$ cat config.mk
export PLATFORM = sky130hd
export DESIGN_NAME = teleop_joint_target_supervisor
export DESIGN_NICKNAME = d
export VERILOG_FILES = /design/src/design/tjts_pkg.sv /design/src/design/tjts_ctrl.sv /design/src/design/tjts_datapath.sv /design/src/design/teleop_joint_target_supervisor.sv
export SDC_FILE = /design/constraint.sdc
export NUM_CORES = 2
export LEC_CHECK = 0
export ABC_AREA = 1
export BUFFER_PORTS_ARGS = -buffer_cell sky130_fd_sc_hd__buf_2
export CAP_MARGIN = 20
export CORE_UTILIZATION = 45
export DETAILED_ROUTE_END_ITERATION = 8
export SLEW_MARGIN = 20
export SYNTH_ARGS = -nofsm -noshare
export SYNTH_HDL_FRONTEND = slang
export SYNTH_SLANG_ARGS = --single-unit
$ cat constraint.sdc
create_clock -name clk -period 10.55 [get_ports clk]
set_input_delay 1.5825 -clock clk [delete_from_list [all_inputs] [get_ports clk]]
set_output_delay 1.5825 -clock clk [all_outputs]
set_load 0.02 [all_outputs]
$ cat src/design/tjts_pkg.sv
// Shared types and constants for the teleop joint target supervisor.
// Used by the controller, the datapath and the top level; no dependencies.
package tjts_pkg;

  localparam logic [1:0] KIND_COMMAND = 2'd0;
  localparam logic [1:0] KIND_TICK    = 2'd1;
  localparam logic [1:0] KIND_RESULT  = 2'd2;
  localparam logic [1:0] KIND_UNUSED  = 2'd3;

  localparam logic [1:0] MODE_WAIT   = 2'd0;
  localparam logic [1:0] MODE_ACTIVE = 2'd1;
  localparam logic [1:0] MODE_HOLD   = 2'd2;
  localparam logic [1:0] MODE_FAULT  = 2'd3;

  localparam logic [2:0] REJ_NONE      = 3'd0;
  localparam logic [2:0] REJ_BAD       = 3'd1;
  localparam logic [2:0] REJ_BUS       = 3'd2;
  localparam logic [2:0] REJ_STALE     = 3'd3;
  localparam logic [2:0] REJ_HANDSHAKE = 3'd4;

  localparam logic [2:0] REG_TOLERANCE = 3'd0;
  localparam logic [2:0] REG_TIMEOUT   = 3'd1;
  localparam logic [2:0] REG_VEL0      = 3'd2;

  localparam int          VEL_REGS      = 6;
  localparam logic [14:0] TOL_RESET     = 15'd410;
  localparam logic [15:0] TIMEOUT_RESET = 16'd250;
  localparam logic [15:0] VEL_RESET     = 16'd8192;

  localparam logic [5:0] DT_FIRST = 6'd20;
  localparam logic [5:0] DT_MIN   = 6'd1;
  localparam logic [5:0] DT_MAX   = 6'd50;

  // floor(p / 1000) = (p * ceil(2^32 / 1000)) >> 32, exact for p below 2^22.
  localparam logic [22:0] DIV_RECIP = 23'd4294968;
  localparam int          DIV_SHIFT = 32;

  typedef struct packed {
    logic stage;
    logic latch;
    logic scan;
    logic decide;
    logic mul;
    logic div;
    logic step;
    logic fin;
    logic first;
  } ctl_cmd_t;

  typedef struct packed {
    logic move;
  } dp_status_t;

endpackage

$ cat src/design/tjts_ctrl.sv
// Sequencer for the supervisor: request handshakes, joint walk and phases.
// Depends on tjts_pkg; drives tjts_datapath through ctl_cmd_t.
module tjts_ctrl #(
  parameter int JOINTS = 6,
  parameter int JW = 3
) (
  input  logic                  clk,
  input  logic                  rst,
  input  logic                  s_tvalid,
  output logic                  s_tready,
  input  logic                  s_tlast,
  input  logic [1:0]            s_tuser,
  output logic                  m_tvalid,
  input  logic                  m_tready,
  output logic                  m_tlast,
  input  tjts_pkg::dp_status_t  status,
  output tjts_pkg::ctl_cmd_t    cmd,
  output logic [JW-1:0]         jcnt
);

  typedef enum logic [7:0] {
    S_IDLE   = 8'b0000_0001,
    S_SCAN   = 8'b0000_0010,
    S_DECIDE = 8'b0000_0100,
    S_MUL    = 8'b0000_1000,
    S_DIV    = 8'b0001_0000,
    S_STEP   = 8'b0010_0000,
    S_FIN    = 8'b0100_0000,
    S_OUT    = 8'b1000_0000
  } state_t;

  localparam logic [JW-1:0] JLAST = JW'(JOINTS - 1);

  state_t state, state_next;
  logic [JW-1:0] jcnt_next;
  logic accept, live;

  assign s_tready = (state == S_IDLE);
  assign m_tvalid = (state == S_OUT);
  assign m_tlast  = (jcnt == JLAST);
  assign accept   = s_tvalid && s_tready;
  assign live     = accept && (s_tuser != tjts_pkg::KIND_UNUSED);

  always_comb begin
    cmd        = '0;
    cmd.stage  = live;
    cmd.latch  = live && s_tlast;
    cmd.scan   = (state == S_SCAN);
    cmd.decide = (state == S_DECIDE);
    cmd.mul    = (state == S_MUL);
    cmd.div    = (state == S_DIV);
    cmd.step   = (state == S_STEP);
    cmd.fin    = (state == S_FIN);
    cmd.first  = (jcnt == '0);
  end

  always_comb begin
    state_next = state;
    jcnt_next  = jcnt;
    unique case (state)
      S_IDLE: begin
        if (live && s_tlast) begin
          state_next = S_SCAN;
          jcnt_next  = '0;
        end
      end
      S_SCAN: begin
        if (jcnt == JLAST) begin
          state_next = S_DECIDE;
          jcnt_next  = '0;
        end else begin
          jcnt_next = jcnt + 1'b1;
        end
      end
      S_DECIDE: state_next = status.move ? S_MUL : S_OUT;
      S_MUL:    state_next = S_DIV;
      S_DIV:    state_next = S_STEP;
      S_STEP: begin
        if (jcnt == JLAST) begin
          state_next = S_FIN;
          jcnt_next  = '0;
        end else begin
          state_next = S_MUL;
          jcnt_next  = jcnt + 1'b1;
        end
      end
      S_FIN: state_next = S_OUT;
      S_OUT: begin
        if (m_tready) begin
          if (jcnt == JLAST) begin
            state_next = S_IDLE;
            jcnt_next  = '0;
          end else begin
            jcnt_next = jcnt + 1'b1;
          end
        end
      end
      default: begin
        state_next = S_IDLE;
        jcnt_next  = '0;
      end
    endcase
  end

  always_ff @(posedge clk) begin
    if (rst) begin
      state <= S_IDLE;
      jcnt  <= '0;
    end else begin
      state <= state_next;
      jcnt  <= jcnt_next;
    end
  end

endmodule

$ cat src/design/tjts_datapath.sv
// Supervisor state, staging, configuration, decision logic and joint motion.
// Depends on tjts_pkg; sequenced by tjts_ctrl.
module tjts_datapath #(
  parameter int JOINTS = 6,
  parameter int ANGLE_BITS = 16,
  parameter int JW = 3,
  parameter int IW = 136,
  parameter int OW = 128
) (
  input  logic                 clk,
  input  logic                 rst,
  input  tjts_pkg::ctl_cmd_t   cmd,
  input  logic [JW-1:0]        jcnt,
  output tjts_pkg::dp_status_t status,
  input  logic [1:0]           kind,
  input  logic [IW-1:0]        in_data,
  input  logic                 cfg_we,
  input  logic [2:0]           cfg_index,
  input  logic [15:0]          cfg_data,
  output logic [OW-1:0]        out_data
);

  localparam int A      = ANGLE_BITS;
  localparam int TG_LO  = 3;
  localparam int ME_LO  = 3 + A;
  localparam int BAD_B  = 3 + 2 * A;
  localparam int SES_LO = 4 + 2 * A;
  localparam int SEQ_LO = 36 + 2 * A;
  localparam int TIM_LO = 68 + 2 * A;
  localparam int BUS_B  = 100 + 2 * A;
  localparam int WOK_B  = 101 + 2 * A;
  localparam int CW     = (A + 1 > 15) ? A + 1 : 15;
  localparam int LW     = (A + 2 > 14) ? A + 2 : 14;

  logic [14:0] tol;
  logic [15:0] timeout;
  logic [15:0] vel [tjts_pkg::VEL_REGS];

  logic [1:0]  mode;
  logic [31:0] session, recv_seq, applied_seq, last_cmd_time, arm_seq, final_seq;
  logic [31:0] last_tick_time;
  logic        have_seq, arm_pending, final_pending, have_tick, staged_bad;
  logic signed [A-1:0] desired [JOINTS];
  logic signed [A-1:0] applied [JOINTS];
  logic signed [A-1:0] stg_t [JOINTS];
  logic signed [A-1:0] stg_m [JOINTS];

  logic [1:0]  ev_kind;
  logic [31:0] ev_sess, ev_seq, ev_now;
  logic        ev_bus, ev_wok, ev_bad;

  logic [2:0]  rej;
  logic        arm, wr, fin, near_tm, near_ta;
  logic [31:0] wseq;
  logic [5:0]  dt;
  logic [21:0] prod;
  logic [12:0] lim;

  logic [2:0]  ji;
  logic [JW-1:0] jw;

  logic [1:0]  mode_next;
  logic [31:0] session_next, recv_next, applied_seq_next, lct_next;
  logic [31:0] arm_seq_next, final_seq_next, wseq_next, d32;
  logic        have_seq_next, arm_p_next, final_p_next, arm_next, move_next;
  logic        load_meas, load_tgt, hold_now, tick_upd;
  logic [2:0]  rej_next;
  logic [5:0]  dt_next;

  logic signed [A:0]    d_tm, d_ta, diff, rem;
  logic signed [LW-1:0] diffx, limx, stepx;
  logic signed [A:0]    step;
  logic signed [A:0]    sum;
  logic [44:0]          qf;

  function automatic logic near_ok(input logic signed [A:0] d, input logic [14:0] t);
    logic [A:0] mag;
    mag = d[A] ? A'(0) - d : d;
    return CW'(mag) <= CW'(t);
  endfunction

  assign ji = in_data[2:0];
  assign jw = ji[JW-1:0];
  assign status.move = move_next;

  assign d_tm = (A+1)'(stg_t[jcnt]) - (A+1)'(stg_m[jcnt]);
  assign d_ta = (A+1)'(stg_t[jcnt]) - (A+1)'(applied[jcnt]);
  assign diff = (A+1)'(desired[jcnt]) - (A+1)'(applied[jcnt]);
  assign diffx = LW'(diff);
  assign limx  = signed'(LW'(lim));
  assign stepx = (diffx > limx) ? limx : ((diffx < -limx) ? -limx : diffx);
  assign step  = stepx[A:0];
  assign sum   = (A+1)'(applied[jcnt]) + step;
  assign rem   = diff - step;
  assign qf    = 45'(prod) * 45'(tjts_pkg::DIV_RECIP);
  assign d32   = ev_seq - recv_seq;

  always_comb begin
    mode_next        = mode;
    session_next     = session;
    have_seq_next    = have_seq;
    recv_next        = recv_seq;
    applied_seq_next = applied_seq;
    lct_next         = last_cmd_time;
    arm_p_next       = arm_pending;
    arm_seq_next     = arm_seq;
    final_p_next     = final_pending;
    final_seq_next   = final_seq;
    rej_next         = tjts_pkg::REJ_NONE;
    arm_next         = 1'b0;
    wseq_next        = '0;
    load_meas        = 1'b0;
    load_tgt         = 1'b0;
    hold_now         = 1'b0;
    move_next        = 1'b0;
    tick_upd         = 1'b0;
    dt_next          = tjts_pkg::DT_FIRST;
    if (ev_kind == tjts_pkg::KIND_COMMAND) begin
      if (ev_bad) begin
        rej_next = tjts_pkg::REJ_BAD;
      end else if (!ev_bus) begin
        rej_next       = tjts_pkg::REJ_BUS;
        mode_next      = tjts_pkg::MODE_FAULT;
        arm_p_next     = 1'b0;
        arm_seq_next   = '0;
        final_p_next   = 1'b0;
        final_seq_next = '0;
      end else begin
        if (mode_next == tjts_pkg::MODE_FAULT) begin
          mode_next     = tjts_pkg::MODE_WAIT;
          session_next  = '0;
          have_seq_next = 1'b0;
        end
        if (mode_next == tjts_pkg::MODE_ACTIVE && ev_sess == session_next &&
            !(!have_seq_next || (d32 != '0 && !d32[31]))) begin
          rej_next = tjts_pkg::REJ_STALE;
        end else begin
          if (mode_next == tjts_pkg::MODE_ACTIVE && ev_sess != session_next) begin
            mode_next      = tjts_pkg::MODE_WAIT;
            session_next   = '0;
            have_seq_next  = 1'b0;
            arm_p_next     = 1'b0;
            arm_seq_next   = '0;
            final_p_next   = 1'b0;
            final_seq_next = '0;
          end
          if (mode_next != tjts_pkg::MODE_ACTIVE) begin
            if (!near_tm) begin
              rej_next = tjts_pkg::REJ_HANDSHAKE;
            end else begin
              mode_next     = tjts_pkg::MODE_WAIT;
              session_next  = ev_sess;
              recv_next     = ev_seq;
              have_seq_next = 1'b1;
              lct_next      = ev_now;
              load_meas     = 1'b1;
              arm_p_next    = 1'b1;
              arm_seq_next  = ev_seq;
              arm_next      = 1'b1;
              wseq_next     = ev_seq;
            end
          end else begin
            session_next  = ev_sess;
            recv_next     = ev_seq;
            have_seq_next = 1'b1;
            lct_next      = ev_now;
            load_tgt      = 1'b1;
            if (near_ta) begin
              applied_seq_next = ev_seq;
            end
          end
        end
      end
    end else if (ev_kind == tjts_pkg::KIND_TICK) begin
      if (!ev_bus) begin
        if (mode == tjts_pkg::MODE_ACTIVE) begin
          mode_next      = tjts_pkg::MODE_FAULT;
          arm_p_next     = 1'b0;
          arm_seq_next   = '0;
          final_p_next   = 1'b0;
          final_seq_next = '0;
        end
        rej_next = tjts_pkg::REJ_BUS;
      end else if (mode == tjts_pkg::MODE_FAULT) begin
        mode_next      = tjts_pkg::MODE_WAIT;
        session_next   = '0;
        have_seq_next  = 1'b0;
        arm_p_next     = 1'b0;
        arm_seq_next   = '0;
        final_p_next   = 1'b0;
        final_seq_next = '0;
      end else if (mode == tjts_pkg::MODE_ACTIVE &&
                   (ev_now - last_cmd_time) > 32'(timeout)) begin
        mode_next      = tjts_pkg::MODE_HOLD;
        hold_now       = 1'b1;
        arm_p_next     = 1'b0;
        arm_seq_next   = '0;
        final_p_next   = 1'b0;
        final_seq_next = '0;
      end else if (mode == tjts_pkg::MODE_ACTIVE) begin
        if (have_tick) begin
          if (ev_now == last_tick_time) begin
            dt_next = tjts_pkg::DT_MIN;
          end else if ((ev_now - last_tick_time) > 32'(tjts_pkg::DT_MAX)) begin
            dt_next = tjts_pkg::DT_MAX;
          end else begin
            dt_next = 6'(ev_now - last_tick_time);
          end
        end
        tick_upd  = 1'b1;
        move_next = 1'b1;
        wseq_next = recv_seq;
      end
    end else begin
      if (!ev_wok) begin
        mode_next      = tjts_pkg::MODE_FAULT;
        arm_p_next     = 1'b0;
        arm_seq_next   = '0;
        final_p_next   = 1'b0;
        final_seq_next = '0;
      end else if (arm_pending) begin
        mode_next        = tjts_pkg::MODE_ACTIVE;
        applied_seq_next = arm_seq;
        arm_p_next       = 1'b0;
        arm_seq_next     = '0;
        final_p_next     = 1'b0;
        final_seq_next   = '0;
      end else if (final_pending) begin
        applied_seq_next = final_seq;
        final_p_next     = 1'b0;
        final_seq_next   = '0;
      end
    end
  end

  always_ff @(posedge clk) begin
    if (rst) begin
      tol     <= tjts_pkg::TOL_RESET;
      timeout <= tjts_pkg::TIMEOUT_RESET;
      for (int i = 0; i < tjts_pkg::VEL_REGS; i++) begin
        vel[i] <= tjts_pkg::VEL_RESET;
      end
    end else if (cfg_we) begin
      if (cfg_index == tjts_pkg::REG_TOLERANCE) begin
        tol <= cfg_data[14:0];
      end else if (cfg_index == tjts_pkg::REG_TIMEOUT) begin
        timeout <= cfg_data;
      end else begin
        vel[cfg_index - tjts_pkg::REG_VEL0] <= cfg_data;
      end
    end
  end

  always_ff @(posedge clk) begin
    if (cmd.stage && ji < 3'(JOINTS)) begin
      stg_t[jw] <= in_data[TG_LO +: A];
      stg_m[jw] <= in_data[ME_LO +: A];
    end
    if (cmd.latch) begin
      ev_kind <= kind;
      ev_sess <= in_data[SES_LO +: 32];
      ev_seq  <= in_data[SEQ_LO +: 32];
      ev_now  <= in_data[TIM_LO +: 32];
      ev_bus  <= in_data[BUS_B];
      ev_wok  <= in_data[WOK_B];
      ev_bad  <= staged_bad | in_data[BAD_B];
    end
    if (cmd.scan) begin
      near_tm <= (cmd.first | near_tm) & near_ok(d_tm, tol);
      near_ta <= (cmd.first | near_ta) & near_ok(d_ta, tol);
    end
    if (cmd.decide) begin
      rej  <= rej_next;
      arm  <= arm_next;
      wseq <= wseq_next;
      wr   <= 1'b0;
      fin  <= 1'b0;
      dt   <= dt_next;
    end
    if (cmd.mul) begin
      prod <= vel[jcnt] * dt;
    end
    if (cmd.div) begin
      lim <= qf[tjts_pkg::DIV_SHIFT +: 13];
    end
    if (cmd.step) begin
      wr  <= wr | (step != '0);
      fin <= (cmd.first | fin) & near_ok(rem, tol);
    end
  end

  always_ff @(posedge clk) begin
    if (rst) begin
      mode           <= tjts_pkg::MODE_WAIT;
      session        <= '0;
      have_seq       <= 1'b0;
      recv_seq       <= '0;
      applied_seq    <= '0;
      last_cmd_time  <= '0;
      arm_pending    <= 1'b0;
      arm_seq        <= '0;
      final_pending  <= 1'b0;
      final_seq      <= '0;
      have_tick      <= 1'b0;
      last_tick_time <= '0;
      staged_bad     <= 1'b0;
      for (int i = 0; i < JOINTS; i++) begin
        desired[i] <= '0;
        applied[i] <= '0;
      end
    end else begin
      if (cmd.latch) begin
        staged_bad <= 1'b0;
      end else if (cmd.stage && in_data[BAD_B]) begin
        staged_bad <= 1'b1;
      end
      if (cmd.decide) begin
        mode          <= mode_next;
        session       <= session_next;
        have_seq      <= have_seq_next;
        recv_seq      <= recv_next;
        applied_seq   <= applied_seq_next;
        last_cmd_time <= lct_next;
        arm_pending   <= arm_p_next;
        arm_seq       <= arm_seq_next;
        final_pending <= final_p_next;
        final_seq     <= final_seq_next;
        if (tick_upd) begin
          have_tick      <= 1'b1;
          last_tick_time <= ev_now;
        end
        for (int i = 0; i < JOINTS; i++) begin
          if (load_meas) begin
            desired[i] <= stg_m[i];
            applied[i] <= stg_m[i];
          end else if (load_tgt) begin
            desired[i] <= stg_t[i];
          end else if (hold_now) begin
            desired[i] <= applied[i];
          end
        end
      end
      if (cmd.step) begin
        applied[jcnt] <= sum[A-1:0];
      end
      if (cmd.fin) begin
        if (fin && wr) begin
          final_pending <= 1'b1;
          final_seq     <= recv_seq;
        end else begin
          final_pending <= 1'b0;
          final_seq     <= '0;
        end
      end
    end
  end

  assign out_data = OW'({applied[jcnt], 3'(jcnt), applied_seq, recv_seq, wseq,
                         fin, wr, arm, rej, mode});

endmodule

$ cat src/design/teleop_joint_target_supervisor.sv
// Top level of the teleop joint target supervisor.
// Depends on tjts_pkg, tjts_ctrl and tjts_datapath.
//
//  channel  direction  handshake           payload
//  s_*      in         s_tvalid/s_tready   s_tdata, s_tlast, s_tuser
//  m_*      out        m_tvalid/m_tready   m_tdata, m_tlast
//  cfg_*    in         cfg_we              cfg_index, cfg_data
//
// A request that does not end an event is taken without a stall. A final
// request starts a scan of each joint and a decision; for an active tick
// each joint gets a multiply, reciprocal divide and step, plus a finish step,
// before JOINTS results are offered, one per cycle while m_tready is high.
// Reset is synchronous; configuration returns to its reset values.
// s_tready is low from the final request until the last result is taken.
module teleop_joint_target_supervisor #(
  parameter int JOINTS = 6,
  parameter int ANGLE_BITS = 16
) (
  input  logic clk,
  input  logic rst,
  input  logic s_tvalid,
  output logic s_tready,
  // Fields from bit 0: joint_index, target_angle, measured_angle, target_bad,
  // session, sequence_number, time_ms, bus_ok, write_ok.
  input  logic [((102 + 2 * ANGLE_BITS + 7) / 8) * 8 - 1:0] s_tdata,
  input  logic s_tlast,
  // Fields from bit 0: command.
  input  logic [1:0] s_tuser,
  output logic m_tvalid,
  input  logic m_tready,
  // Fields from bit 0: mode, reject_code, arm_request, write_request, at_final,
  // write_seq, received_seq, applied_seq, joint_out, applied_angle.
  output logic [((107 + ANGLE_BITS + 7) / 8) * 8 - 1:0] m_tdata,
  output logic m_tlast,
  input  logic cfg_we,
  input  logic [2:0] cfg_index,
  input  logic [15:0] cfg_data
);

  localparam int JW = (JOINTS > 1) ? $clog2(JOINTS) : 1;
  localparam int IW = ((102 + 2 * ANGLE_BITS + 7) / 8) * 8;
  localparam int OW = ((107 + ANGLE_BITS + 7) / 8) * 8;

  tjts_pkg::ctl_cmd_t   cmd;
  tjts_pkg::dp_status_t status;
  logic [JW-1:0]        jcnt;

  tjts_ctrl #(.JOINTS(JOINTS), .JW(JW)) u_ctrl (
    .clk(clk), .rst(rst),
    .s_tvalid(s_tvalid), .s_tready(s_tready), .s_tlast(s_tlast), .s_tuser(s_tuser),
    .m_tvalid(m_tvalid), .m_tready(m_tready), .m_tlast(m_tlast),
    .status(status), .cmd(cmd), .jcnt(jcnt)
  );

  tjts_datapath #(
    .JOINTS(JOINTS), .ANGLE_BITS(ANGLE_BITS), .JW(JW), .IW(IW), .OW(OW)
  ) u_datapath (
    .clk(clk), .rst(rst), .cmd(cmd), .jcnt(jcnt), .status(status),
    .kind(s_tuser), .in_data(s_tdata),
    .cfg_we(cfg_we), .cfg_index(cfg_index), .cfg_data(cfg_data),
    .out_data(m_tdata)
  );

endmodule
==> results.cfg <==
[detailed_routing]
firstDrtPassIters = 6
vias = 56700
vias_per_cell = 5.47
antenna_left = 0
met2_length_um = 98400
routed_wl_um = 215000
wl_per_cell_um = 20.7
dr_wl_met3_um = 16300
drc = 0
drt-initial-drc-count = 5379
routed.top_layer = met5
m1WireLength_um = 92700

[cts]
cts_num_sinks = 1066
cts_tree = built
clk_latency_ps = 810
h-tree-depth = 3
root_buffer = clkbuf_16
clkSlewWorstSetupHoldPaths_ps = 60
hold_buffers = 0
cts_resized = 0
cts_buffer_depth = 3
cts_setup_buffers = 0
numCtsBuffers = 115

[critical_path]
slowest_delay_ps = 700
cp-end-kind = register
cp_max_fo = 45
required_ps = 11010
cp_slowest_cell = dfxtp_4
cpLargestDelayFamily = compound AO/OA/AOI/OAI gates
cp-start-kind = register
criticalPathCategory = reg2reg
crit_buf_inv = 7
timing.critical_path.mode_cell = o21ai_0
critical_path_arrival_ps = 10070

[floorplan]
ioPinCount = 294
die_area_um2 = 152000
die_x_um = 390
core-area_um2 = 150000
row_count = 142
start_util_pct = 45.3
die_h_um = 390

[final_layout]
layout-drive-gt1-share_pct = 9.06
fin_nets = 9052
final_cells = 10400
syn_to_final_growth_pct = 11.3

[synthesis]
yosysWarnings = 0
postSynthCellCount = 8014
synth-async-reset-ratio_pct = 0
synth_top_family_by_area = simple AND/OR/NAND/NOR gates
synth-edff-count = 790
syn_area_per_cell_um2 = 8.47
yosysTopAreaCellShare_pct = 34.9
synth_compound_area_share_pct = 14.5
ys_top_cells_by_count = 1365 x nand2_1, 1097 x inv_1, 986 x nor2_1
ys_ff_latch = 1066
yosys_most_used_dff = edfxtp_1
synth_cell_types = 80
ys_seq_area_share_pct = 43.1
synthMuxAreaShare_pct = 0.0295
yosysMostFrequentCell = nand2_1
yosys.area.top_type = edfxtp_1
ys_top_cells_by_area = edfxtp_1 35%, ha_1 8.6%, dfxtp_1 8.1%, nand2_1 7.5%, inv_1 6.1%
syn_area_um2 = 67900
synth_fa_ha_area_share_pct = 13.4
synth_xor_area_share_pct = 2.86
yosys.area_share.simple_pct = 17.7

[global_route]
grt_pass1_wl_um = 324000
grt_usage_pct = 27.8
grt_max_degree = 108
antenna_found_initial = 21
grt_pass1_vias = 54400
grt-ovfl-total = 0

[sta]
hold_viol_final = 0
worst_pin_slew_ps = 1300
rsz0062_at_grt = no
drv_slew = 0
slew_headroom_pct = 12.4
fin_tns_setup_ps = 0
fin_skew_ps = 103
period_needed_ps = 9610
fmax_ghz = 0.104
finalSetupViolCount = 0
fin_crit_sh_pct = 91.1

[placement]
hpwlAfterDp_um = 151000
port_buffers = 286
numPlacedInstances = 10200
gp_congestion = 0.917

[hold_path]
hold_start = u_datapath.final_seq[8]
min_path_type = reg2reg

[outcome]
status = completed

[flow_run]
max_cap_violations = 0
worst register-to-register path: cells and delay by family (launching register included):
family,cells,cell delay [ps]
adders and majority gates,5,1730
xor gates and xnor gates,2,500
buffers and inverters,7,1270
and+or+nand+nor,22,1880
AOI/OAI and AO/OA,17,3230
DFF,1,700
metal layers:
layer	vias up	global-route usage, %
met2	2030	45.2
met5	-	0
met4	16	9.98
li1	27300	-
met1	27000	37.1
met3	362	4.97
cells by family (layout without fill, tap and decap cells):
kind of cell | Yosys count | in the layout
other | 1 | 74
and+or+nand+nor | 2867 | 2867
adders and majority gates | 629 | 629
AOI/OAI and AO/OA | 1767 | 1767
xor gates and xnor gates | 219 | 219
muxes | 2 | 2
DFF | 1066 | 1066
buffers and inverters | 1463 | 1741
layout by cell type, fill, tap and decap left out, types with 25 or more instances in the layout:
cell type  netlist  routed
nand2_1       1365    1365
inv_1         1097    1092
nor2_1         986     983
edfxtp_1       790     790
o21ai_0        734     732
a21oi_1        554     554
ha_1           467     467
buf_2           41     285
dfxtp_1        276     273
nand3_1        201     197
fa_1           162     162
xor2_1         149     149
clkbuf_16        0     115
o22ai_1        105     105
buf_4           13     105
a31oi_1         93      92
nand4_1         75      75
conb_1           1      69
xnor2_1         67      67
nor3_1          44      38
or2_2           37      37
o31ai_1         37      37
o211ai_1        35      35
nor4_1          32      30
nand2_2         30      30
o21ai_1         28      29
nand3_2         27      29
clkbuf_1       243      28
o221ai_1        27      27
a22oi_1         26      26
clkinv_2         1      25
cell type report:
type                       instances  area (um2)
antenna                            5        12.5
clock buffer                     152        3110
clock inverter                    65         733
fill                           14200       74200
inverter                        1124        4240
multi-input combinational       5553       33300
sequential                      1066       29300
tap                             2016        2520
timing repair buffer             400        2400
sequential cells by signal, summed over array words and instances, names as in the netlist, 22 cells and up, named ones only:
| name | cells |
|---|---|
| u_datapath.last_tick_time | 32 |
| u_datapath.desired | 96 |
| u_datapath.wseq | 32 |
| u_datapath.vel | 128 |
| u_datapath.ev_sess | 32 |
| u_datapath.ev_now | 32 |
| u_datapath.arm_seq | 32 |
| u_datapath.session | 32 |
| u_datapath.last_cmd_time | 32 |
| u_datapath.applied_seq | 32 |
| u_datapath.stg_m | 128 |
| u_datapath.ev_seq | 32 |
| u_datapath.stg_t | 128 |
| u_datapath.prod | 22 |
| u_datapath.recv_seq | 32 |
| u_datapath.applied | 128 |
| u_datapath.final_seq | 32 |
per-stage QoR:
step | area, um2 | setup WS, ps | hold slack (ps) | util, %
final | 75600 | 939 | 461 | 50.5
after floorplan | 68200 | 1410 | 427 | -
after global routing | 75600 | 78.5 | 478 | 50.5
after CTS | 75500 | 1010 | 461 | 50.4
after detailed placement | 71700 | 1090 | 452 | 47.8
after global placement | 71700 | 1070 | 448 | 47.8
path summary, 6_finish.rpt:
check / slack, ps / end / cells after the start
worst max-delay path: 940 / u_datapath.fin / 53
worst min register to register: 460 / u_datapath.final_seq[8] / 2
worst max register to register: 940 / u_datapath.fin / 53
worst min-delay path: 460 / u_datapath.final_seq[8] / 2
Power is left out: the tool's default activity adds up to more than one toggle a clock period on the data nets, which glitch-free logic cannot reach.
